`src/hw/rtl/assert_macros.svh`:
```
// Assertion helpers shared by the RTL modules.
`ifndef ASSERT_MACROS_SVH
`define ASSERT_MACROS_SVH

// A property that must hold at every clock edge outside of reset.
`define WRA_ASSERT(lbl, clk, rst_n, prop) \
	lbl: assert property (@(posedge clk) disable iff (!rst_n) (prop)) \
		else $error("%m: assertion failed");

// A condition that, once seen, must be followed by another in the next cycle.
`define WRA_ASSERT_NEXT(lbl, clk, rst_n, ante, cons) \
	lbl: assert property (@(posedge clk) disable iff (!rst_n) (ante) |=> (cons)) \
		else $error("%m: assertion failed");

`endif

```
`src/hw/rtl/wra_pkg.sv`:
```
package wra_pkg;

	localparam int WINDOW   = 4;
	localparam int NBUCKETS = WINDOW + 1;

	localparam int AMOUNT_W = 32;
	localparam int SECOND_W = 32;
	localparam int BUCKET_W = 40;
	localparam int AVG_W    = 46;
	localparam int TOTAL_W  = 48;

	localparam int PTR_W   = (NBUCKETS > 1) ? $clog2(NBUCKETS) : 1;
	localparam int USED_W  = $clog2(NBUCKETS + 1);
	localparam int DIV_W   = $clog2(WINDOW + 1);
	localparam int CARRY_W = $clog2(WINDOW + 1);
	localparam int COL_W   = CARRY_W + 1;
	localparam int CNT_W   = $clog2(TOTAL_W);

	typedef enum logic [2:0] {
		ST_IDLE,
		ST_ACCUM,
		ST_LOAD,
		ST_DIVIDE,
		ST_DONE
	} wra_state_t;

	typedef struct packed {
		logic             start;
		logic             step;
		logic [CNT_W-1:0] cnt;
	} acc_ctrl_t;

	typedef struct packed {
		logic [AVG_W-1:0]   sum;
		logic [TOTAL_W-1:0] total;
		logic [USED_W-1:0]  used;
	} acc_stat_t;

	typedef struct packed {
		logic start;
		logic step;
	} div_ctrl_t;

endpackage

```
`src/hw/rtl/wra_in_if.sv`:
```
interface wra_in_if;
	import wra_pkg::*;

	logic                valid;
	logic                ready;
	logic [AMOUNT_W-1:0] sample_amount;
	logic [SECOND_W-1:0] now_second;

	modport source (output valid, output sample_amount, output now_second, input ready);
	modport sink (input valid, input sample_amount, input now_second, output ready);

endinterface

```
`src/hw/rtl/wra_out_if.sv`:
```
interface wra_out_if;
	import wra_pkg::*;

	logic               valid;
	logic               ready;
	logic [AVG_W-1:0]   average;
	logic [TOTAL_W-1:0] running_total;

	modport source (output valid, output average, output running_total, input ready);
	modport sink (input valid, input average, input running_total, output ready);

endinterface

```
`src/hw/rtl/wra_accum.sv`:
```
`include "assert_macros.svh"

// Bucket ring with bit-serial update: all buckets and the running total
// rotate one bit per step, the current bucket and the total take a serial
// add of the amount, and the other buckets are summed column by column.
module wra_accum (
	input  logic                         clk,
	input  logic                         arst_n,
	input  wra_pkg::acc_ctrl_t           ctrl,
	input  logic [wra_pkg::AMOUNT_W-1:0] amount,
	input  logic [wra_pkg::SECOND_W-1:0] now,
	output wra_pkg::acc_stat_t           stat
);
	import wra_pkg::*;

	logic [BUCKET_W-1:0] bucket_q [NBUCKETS];
	logic [PTR_W-1:0]    ptr_q;
	logic [USED_W-1:0]   used_q;
	logic [SECOND_W-1:0] last_q;
	logic [TOTAL_W-1:0]  total_q;
	logic [AVG_W-1:0]    sum_q;
	logic [AMOUNT_W-1:0] amt_q;
	logic                carry_b_q;
	logic                carry_t_q;
	logic [CARRY_W-1:0]  col_carry_q;

	logic             new_sec;
	logic [PTR_W-1:0] ptr_nx;
	logic             in_bucket;
	logic             in_sum;
	logic             add_a;
	logic             bsum;
	logic             bcout;
	logic             tsum;
	logic             tcout;
	logic [COL_W-1:0] col;

	assign new_sec   = (used_q == '0) || (now != last_q);
	assign ptr_nx    = (ptr_q == PTR_W'(NBUCKETS - 1)) ? '0 : ptr_q + PTR_W'(1);
	assign in_bucket = ctrl.cnt < CNT_W'(BUCKET_W);
	assign in_sum    = ctrl.cnt < CNT_W'(AVG_W);

	assign add_a = bucket_q[ptr_q][0];
	assign bsum  = add_a ^ amt_q[0] ^ carry_b_q;
	assign bcout = (add_a & amt_q[0]) | (add_a & carry_b_q) | (amt_q[0] & carry_b_q);
	assign tsum  = total_q[0] ^ amt_q[0] ^ carry_t_q;
	assign tcout = (total_q[0] & amt_q[0]) | (total_q[0] & carry_t_q) |
		(amt_q[0] & carry_t_q);

	// Column sum over the buckets other than the current one.
	always_comb begin
		col = COL_W'(col_carry_q);
		for (int k = 0; k < NBUCKETS; k++) begin
			if (in_bucket && (PTR_W'(k) != ptr_q)) begin
				col = col + COL_W'(bucket_q[k][0]);
			end
		end
	end

	always_ff @(posedge clk or negedge arst_n) begin
		if (!arst_n) begin
			for (int k = 0; k < NBUCKETS; k++) begin
				bucket_q[k] <= '0;
			end
			ptr_q   <= '0;
			used_q  <= '0;
			last_q  <= '0;
			total_q <= '0;
		end else if (ctrl.start) begin
			if (new_sec) begin
				ptr_q  <= ptr_nx;
				last_q <= now;
				if (used_q < USED_W'(NBUCKETS)) begin
					used_q <= used_q + USED_W'(1);
				end
				bucket_q[ptr_nx] <= '0;
			end
		end else if (ctrl.step) begin
			total_q <= {tsum, total_q[TOTAL_W-1:1]};
			if (in_bucket) begin
				for (int k = 0; k < NBUCKETS; k++) begin
					if (PTR_W'(k) == ptr_q) begin
						// The final carry out means the bucket has overflowed.
						if ((ctrl.cnt == CNT_W'(BUCKET_W - 1)) && bcout) begin
							bucket_q[k] <= '1;
						end else begin
							bucket_q[k] <= {bsum, bucket_q[k][BUCKET_W-1:1]};
						end
					end else begin
						bucket_q[k] <= {bucket_q[k][0], bucket_q[k][BUCKET_W-1:1]};
					end
				end
			end
		end
	end

	always_ff @(posedge clk) begin
		if (ctrl.start) begin
			amt_q       <= amount;
			carry_b_q   <= 1'b0;
			carry_t_q   <= 1'b0;
			col_carry_q <= '0;
		end else if (ctrl.step) begin
			amt_q       <= {1'b0, amt_q[AMOUNT_W-1:1]};
			carry_b_q   <= bcout;
			carry_t_q   <= tcout;
			col_carry_q <= col[COL_W-1:1];
			if (in_sum) begin
				sum_q <= {col[0], sum_q[AVG_W-1:1]};
			end
		end
	end

	assign stat.sum   = sum_q;
	assign stat.total = total_q;
	assign stat.used  = used_q;

	`WRA_ASSERT(a_ptr_range, clk, arst_n, {1'b0, ptr_q} < (PTR_W + 1)'(NBUCKETS))
	`WRA_ASSERT(a_used_range, clk, arst_n, used_q <= USED_W'(NBUCKETS))
	`WRA_ASSERT(a_fresh_ptr, clk, arst_n, used_q != '0 || ptr_q == '0)

endmodule

```
`src/hw/rtl/wra_div.sv`:
```
`include "assert_macros.svh"

// Restoring divider, one quotient bit per step, dividend shifted out MSB first.
module wra_div (
	input  logic                      clk,
	input  logic                      arst_n,
	input  wra_pkg::div_ctrl_t        ctrl,
	input  logic [wra_pkg::AVG_W-1:0] dividend,
	input  logic [wra_pkg::DIV_W-1:0] divisor,
	output logic [wra_pkg::AVG_W-1:0] quotient
);
	import wra_pkg::*;

	logic [AVG_W-1:0] q_q;
	logic [DIV_W-1:0] rem_q;
	logic [DIV_W-1:0] d_q;

	logic [DIV_W:0] trial;
	logic [DIV_W:0] diff;
	logic           ge;

	assign trial = {rem_q, q_q[AVG_W-1]};
	assign diff  = trial - {1'b0, d_q};
	assign ge    = trial >= {1'b0, d_q};

	always_ff @(posedge clk or negedge arst_n) begin
		if (!arst_n) begin
			rem_q <= '0;
			d_q   <= '0;
		end else if (ctrl.start) begin
			rem_q <= '0;
			d_q   <= divisor;
		end else if (ctrl.step) begin
			rem_q <= ge ? diff[DIV_W-1:0] : trial[DIV_W-1:0];
		end
	end

	always_ff @(posedge clk) begin
		if (ctrl.start) begin
			q_q <= dividend;
		end else if (ctrl.step) begin
			q_q <= {q_q[AVG_W-2:0], ge};
		end
	end

	assign quotient = q_q;

	`WRA_ASSERT(a_rem_below_divisor, clk, arst_n, d_q == '0 || rem_q < d_q)

endmodule

```
`src/hw/rtl/windowed_rate_average_core.sv`:
```
// One beat is taken at a time: the next is accepted only after the 48-step
// bit-serial bucket and total pass and the 46-step restoring divider have
// run and the result has been handed to the output register.
// A finished result waits in the output register while the next beat is taken.
// Reset (arst_n low, asynchronous) clears all buckets, the ring pointer, the fill
// count, the last second and the running total.
`include "assert_macros.svh"

module windowed_rate_average_core (
	input  logic             clk,
	input  logic             arst_n,
	wra_in_if.sink           sample,
	wra_out_if.source        result
);
	import wra_pkg::*;

	// Control sequencing. One beat is processed at a time: an accumulate pass
	// in which every bucket rotates a full turn one bit per cycle, a load of
	// the divider, the divide itself, and a hand-off to the output register.
	wra_state_t       state_q;
	wra_state_t       state_d;
	logic [CNT_W-1:0] cnt_q;
	logic [CNT_W-1:0] cnt_d;
	logic             load_out;

	acc_ctrl_t acc_ctrl;
	acc_stat_t acc_stat;
	div_ctrl_t div_ctrl;

	logic [DIV_W-1:0] divisor;
	logic [AVG_W-1:0] quotient;

	logic               out_valid_q;
	logic [AVG_W-1:0]   out_avg_q;
	logic [TOTAL_W-1:0] out_total_q;

	// The bucket ring, the running total and the serial column adder that
	// forms the sum of the completed buckets.
	wra_accum u_accum (
		.clk    (clk),
		.arst_n (arst_n),
		.ctrl   (acc_ctrl),
		.amount (sample.sample_amount),
		.now    (sample.now_second),
		.stat   (acc_stat)
	);

	// The divisor is the fill count minus one, never below one, so with two
	// buckets in use the sum passes through unchanged.
	assign divisor = (acc_stat.used > USED_W'(1)) ?
		DIV_W'(acc_stat.used - USED_W'(1)) : DIV_W'(1);

	wra_div u_div (
		.clk      (clk),
		.arst_n   (arst_n),
		.ctrl     (div_ctrl),
		.dividend (acc_stat.sum),
		.divisor  (divisor),
		.quotient (quotient)
	);

	always_ff @(posedge clk or negedge arst_n) begin
		if (!arst_n) begin
			state_q <= ST_IDLE;
			cnt_q   <= '0;
		end else begin
			state_q <= state_d;
			cnt_q   <= cnt_d;
		end
	end

	always_comb begin
		state_d        = state_q;
		cnt_d          = cnt_q;
		acc_ctrl       = '0;
		acc_ctrl.cnt   = cnt_q;
		div_ctrl       = '0;
		load_out       = 1'b0;
		unique case (state_q)
			ST_IDLE: begin
				cnt_d = '0;
				if (sample.valid) begin
					acc_ctrl.start = 1'b1;
					state_d        = ST_ACCUM;
				end
			end
			ST_ACCUM: begin
				acc_ctrl.step = 1'b1;
				cnt_d         = cnt_q + CNT_W'(1);
				if (cnt_q == CNT_W'(TOTAL_W - 1)) begin
					state_d = ST_LOAD;
				end
			end
			ST_LOAD: begin
				div_ctrl.start = 1'b1;
				cnt_d          = '0;
				state_d        = ST_DIVIDE;
			end
			ST_DIVIDE: begin
				div_ctrl.step = 1'b1;
				cnt_d         = cnt_q + CNT_W'(1);
				if (cnt_q == CNT_W'(AVG_W - 1)) begin
					state_d = ST_DONE;
				end
			end
			ST_DONE: begin
				// Hand the result over as soon as the output register is free.
				if (!out_valid_q || result.ready) begin
					load_out = 1'b1;
					state_d  = ST_IDLE;
				end
			end
			default: begin
				state_d = ST_IDLE;
			end
		endcase
	end

	assign sample.ready = (state_q == ST_IDLE);

	// Output register. It holds a finished beat until the sink takes it, which
	// lets the core go back and accept the next input beat meanwhile.
	always_ff @(posedge clk or negedge arst_n) begin
		if (!arst_n) begin
			out_valid_q <= 1'b0;
		end else if (load_out) begin
			out_valid_q <= 1'b1;
		end else if (result.ready) begin
			out_valid_q <= 1'b0;
		end
	end

	// The average stays zero until a completed bucket exists.
	always_ff @(posedge clk) begin
		if (load_out) begin
			out_avg_q   <= (acc_stat.used > USED_W'(1)) ? quotient : '0;
			out_total_q <= acc_stat.total;
		end
	end

	assign result.valid         = out_valid_q;
	assign result.average       = out_avg_q;
	assign result.running_total = out_total_q;

	`WRA_ASSERT_NEXT(a_accept_starts, clk, arst_n, sample.valid && sample.ready, state_q == ST_ACCUM && cnt_q == '0)
	`WRA_ASSERT_NEXT(a_done_loads, clk, arst_n, load_out, result.valid)
	`WRA_ASSERT(a_div_count, clk, arst_n, state_q != ST_DIVIDE || cnt_q < CNT_W'(AVG_W))

endmodule
```
`src/flat_wrapper.sv`:
```
// flat-port wrapper written by rule: the top's interface ports become plain ports
module windowed_rate_average_core_flat import wra_pkg::*;
  (clk, arst_n, sample_valid, sample_sample_amount, sample_now_second, sample_ready, result_valid, result_average, result_running_total, result_ready);
  wra_in_if sample_i ();
  wra_out_if result_i ();
  input  logic clk;
  input  logic arst_n;
  input wire logic [$bits(sample_i.valid)-1:0] sample_valid;
  input wire logic [$bits(sample_i.sample_amount)-1:0] sample_sample_amount;
  input wire logic [$bits(sample_i.now_second)-1:0] sample_now_second;
  output wire logic [$bits(sample_i.ready)-1:0] sample_ready;
  output wire logic [$bits(result_i.valid)-1:0] result_valid;
  output wire logic [$bits(result_i.average)-1:0] result_average;
  output wire logic [$bits(result_i.running_total)-1:0] result_running_total;
  input wire logic [$bits(result_i.ready)-1:0] result_ready;
  assign sample_i.valid = sample_valid;
  assign sample_i.sample_amount = sample_sample_amount;
  assign sample_i.now_second = sample_now_second;
  assign sample_ready = sample_i.ready;
  assign result_valid = result_i.valid;
  assign result_average = result_i.average;
  assign result_running_total = result_i.running_total;
  assign result_i.ready = result_ready;
  windowed_rate_average_core u_core (.clk(clk), .arst_n(arst_n), .sample(sample_i), .result(result_i));
endmodule
```
`config.mk`:
```
export PLATFORM = sky130hd
export DESIGN_NAME = windowed_rate_average_core_flat
export DESIGN_NICKNAME = d
export VERILOG_FILES = /design/src/hw/rtl/wra_pkg.sv /design/src/hw/rtl/wra_in_if.sv /design/src/hw/rtl/wra_out_if.sv /design/src/hw/rtl/wra_accum.sv /design/src/hw/rtl/wra_div.sv /design/src/hw/rtl/windowed_rate_average_core.sv /design/src/flat_wrapper.sv
export VERILOG_INCLUDE_DIRS = /design/src /design/src/hw/rtl
export SDC_FILE = /design/constraint.sdc
export NUM_CORES = 1
export LEC_CHECK = 0
export BUFFER_PORTS_ARGS = -buffer_cell sky130_fd_sc_hd__buf_2
export CAP_MARGIN = 20
export CELL_PAD_IN_SITES_DETAIL_PLACEMENT = 0
export CELL_PAD_IN_SITES_GLOBAL_PLACEMENT = 1
export CORE_MARGIN = 2
export CORE_UTILIZATION = 40
export DETAILED_ROUTE_END_ITERATION = 8
export HOLD_SLACK_MARGIN = 0.02
export PLACE_DENSITY = 0.76
export SETUP_SLACK_MARGIN = 0.3
export SLEW_MARGIN = 20
export SYNTH_ARGS = -nofsm -noshare
export SYNTH_HDL_FRONTEND = slang
export SYNTH_HIERARCHICAL = 1
export SYNTH_SLANG_ARGS = --single-unit
```
`constraint.sdc`:
```
create_clock -name clk -period 5.95 [get_ports clk]
set_clock_uncertainty 0.15 [all_clocks]
set_input_delay 1.19 -clock clk [delete_from_list [all_inputs] [get_ports clk]]
set_output_delay 1.19 -clock clk [all_outputs]
set_load 0.01 [all_outputs]
```
==> reports/results.ini <==
[setup_path]
worstPathArrival_ns=4.82
cp_cell_sequence=inv_1 > ha_1 > nand2b_4 > nand2_4 > mux2_4 > ha_1 > ha_1 > nor3b_1 > a31oi_1 > ha_1 > nand3_1 > nand2_1 > ha_1 > nand3_1 > xnor2_1 > xnor2_1 > nor3_1 > xnor3_1 > o22ai_2
cp_top_family=adder cells
path_common_cell=ha_1
cp_slowest_cell=dfrtp_1
cp_num_buf_inv=1
cp_max_fo=9
start_kind=flop
end_kind=flop
critical-path-max-stage-delay_ns=0.51
path_class=flop to flop
cp.required_ns=6.32

[yosys]
synth.top_cell.area_share=0.356
synth_area_leaders=dfrtp_1 36%, edfxtp_1 31%, mux2_2 8.5%
ys_seq_elements=525
synthCells=1511
yosysSeqAreaShare=0.669
yosysMostFrequentCell=dfrtp_1
yosysWarnings=6
synth_edf_count=218
synth.cell_area_um2=21200
synth_cell_types=66
yosysTopAreaCell=dfrtp_1
syn_nets=1606
ys.flop_type=dfrtp_1
syn_area_per_cell_um2=14.1
synthArstFlopShare=0.575
synthTopCellsByCount=302 x dfrtp_1, 218 x edfxtp_1, 215 x nor2_1

[sta]
fin_crit_sh=0.748
slew_violations=0
worst_pin_slew_ns=1.08
fmax_mhz=225
setup-tns-final_ns=0
hold_viol_final=0
slew_headroom=0.282
min_period_ns=4.45
setup_viol=0
rsz0062_at_grt=false

[placement]
portBuffers=163
dp_hpwl_um=22500
gp_congestion=0.762

[floorplanning]
num_rows=84
start_util=0.404
dieHeight_um=234
io_pins=164
coreArea_um2=52600
dieArea_um2=54900
die_w_um=234

[clock_network]
cts-resized-gates=0
cts_buffer_depth=3
tritoncts=yes
cts.sink_count=525
cts_htree_levels=2
cts_setup_buffers=0
cts_root_buf=clkbuf_16
cts_buffers=53
clk_pin_slew_ns=0.06
clk_latency_ns=0.60
cts-hold-fix-buffers=0

[pwr]
p_int_w=0.00859
p_per_area_nw_per_um2=506
power_frac_comb=0.258
p_sw_w=0.00386
p_sw_frac=0.310
pwr-share-clk=0.270
p_leak_nw=9.93
p_seq_frac=0.472
max-vdd-ir-drop_mv=0.321

[status]
outcome=finished clean

[cells_and_area]
utilization=0.468
ff_latch_area_um2=14200
fillerInstances=4623
post_route_cells_drive_above_1_share=0.262
multi_input_area_um2=6600
areaGrowthSynthToFinish_pct=15.8
fin_nets=1752

[routing]
final_antenna_net_count=0
firstDrtPassIters=5
via_per_inst=5.09
drt-initial-drc-count=703
vias=12171
wire_per_inst_um=15.9
drc_errors=0
drt_wl_total_um=38100

[global_route]
grt-busiest-layer=met2
grt_max_degree=116
grt_pass1_vias=12175
antenna_found_initial=5
grt_util_met1=0.196
grt_use_met3=0.0242
overflow=0
track_usage=0.140
met2_usage=0.220
grt_pass1_wl_um=63100

[worst_hold_path]
hold_path_class=flop to flop

[job]
drv_cap=0

==> through the flow <==
step / std cells / hold WS [ns] / total power, W / setup WS (ns) / cell area (um2)
CTS: 2387 / 0.296 / 0.0126 / 1.52 / 24500
global route: 2393 / 0.303 / 0.0133 / 1.16 / 24600
global placement: 2289 / 0.277 / 0.00898 / 1.71 / 22800
finish: 2393 / 0.294 / 0.0124 / 1.50 / 24600
detailed placement: 2289 / 0.281 / 0.00913 / 1.55 / 22800
floorplan: 1511 / 0.270 / 0.00829 / 1.19 / 21200
==> placed cells by master (no fill, tap or decap), types with 11 or more instances in the layout <==
master	netlist	layout
edfxtp_1	218	218
mux2_2	160	160
a21oi_1	15	14
o21ai_0	18	18
nor2b_1	51	51
buf_2	16	162
nand2_1	34	34
inv_1	25	24
nand3_1	13	13
clkbuf_16	0	55
buf_4	1	19
ha_1	24	24
clkbuf_1	65	11
o2bb2ai_1	200	200
xor2_1	31	31
dfrtp_1	302	302
nor2_1	215	213
==> layout make-up <==
| type | instances | area share |
|---|---|---|
| Clock buffer | 73 | 0.0616 |
| Timing Repair Buffer | 185 | 0.0421 |
| Sequential cell | 525 | 0.578 |
| Tap cell | 688 | 0.0350 |
| Antenna cell | 5 | 0.000509 |
| Inverter | 25 | 0.00382 |
| Multi-Input combinational cell | 867 | 0.268 |
| Clock inverter | 25 | 0.0108 |
==> cell families after synthesis <==
| logic type | after synthesis | synth area share |
|---|---|---|
| AO/OA/AOI/OAI | 264 | 0.103 |
| flip-flops | 525 | 0.669 |
| XOR/XNOR | 41 | 0.0189 |
| adder cells (fa/ha/maj) | 27 | 0.0170 |
| AND/OR/NAND/NOR | 366 | 0.0791 |
| buffers and inverters | 119 | 0.0229 |
| multiplexers | 169 | 0.0905 |
==> flip-flops by register name, indices dropped and copies added (netlist names), 3 cells and up <==
register	count
u_core/u_accum/amt_q	32
u_core/u_accum/used_q	3
u_core/u_div/quotient	46
u_core/state_q	3
u_core/cnt_q	6
u_core/u_div/rem_q	3
u_core/u_accum/ptr_q	3
u_core/u_accum/total_q	48
u_core/u_accum/bucket_q	200
u_core/result.average	46
u_core/u_accum/sum_q	46
u_core/u_accum/col_carry_q	3
u_core/result.running_total	48
u_core/u_div/d_q	3
u_core/u_accum/last_q	32
==> final timing paths <==
check,start,depth (start not counted),slack (ns),endpoint
max in group asynchronous,arst_n,2,4.14,u_core/u_accum/last_q[19]
min reg2reg,u_core/u_accum/sum_q[29],0,0.29,u_core/u_accum/sum_q[28]
max,u_core/u_accum/ptr_q[0],19,1.50,u_core/u_accum/col_carry_q[2]
min,u_core/u_accum/sum_q[29],0,0.29,u_core/u_accum/sum_q[28]
min in group asynchronous,arst_n,1,0.43,u_core/u_accum/bucket_q[135]
max reg2reg,u_core/u_accum/ptr_q[0],19,1.50,u_core/u_accum/col_carry_q[2]
==> routing by layer <==
layer,up-vias,share of wire
met3,54,0.038
met1,6106,0.48
li1,5822,-
met4,0,0.023
met5,-,0
met2,189,0.46
==> worst reg2reg max path, cell delays in order (launching register included) <==
cell and delay, ns:
dfrtp_1 0.51, inv_1 0.13, ha_1 0.29, nand2b_4 0.14, nand2_4 0.06, mux2_4 0.32
ha_1 0.20, ha_1 0.30, nor3b_1 0.34, a31oi_1 0.11, ha_1 0.33, nand3_1 0.12
nand2_1 0.10, ha_1 0.13, nand3_1 0.08, xnor2_1 0.21, xnor2_1 0.12, nor3_1 0.22
xnor3_1 0.44, o22ai_2 0.09
==> power by group through the flow <==
stage | combinational [W] | sequential [W] | clock, W
6_report | 0.00321 | 0.00588 | 0.00336
5_1_grt | 0.00360 | 0.00605 | 0.00361
4_1_cts | 0.00322 | 0.00589 | 0.00346
3_5_place_dp | 0.00319 | 0.00593 | 0
3_3_place_gp | 0.00308 | 0.00590 | 0
2_1_floorplan | 0.00257 | 0.00572 | 0
(Power assumes the default switching activity.)
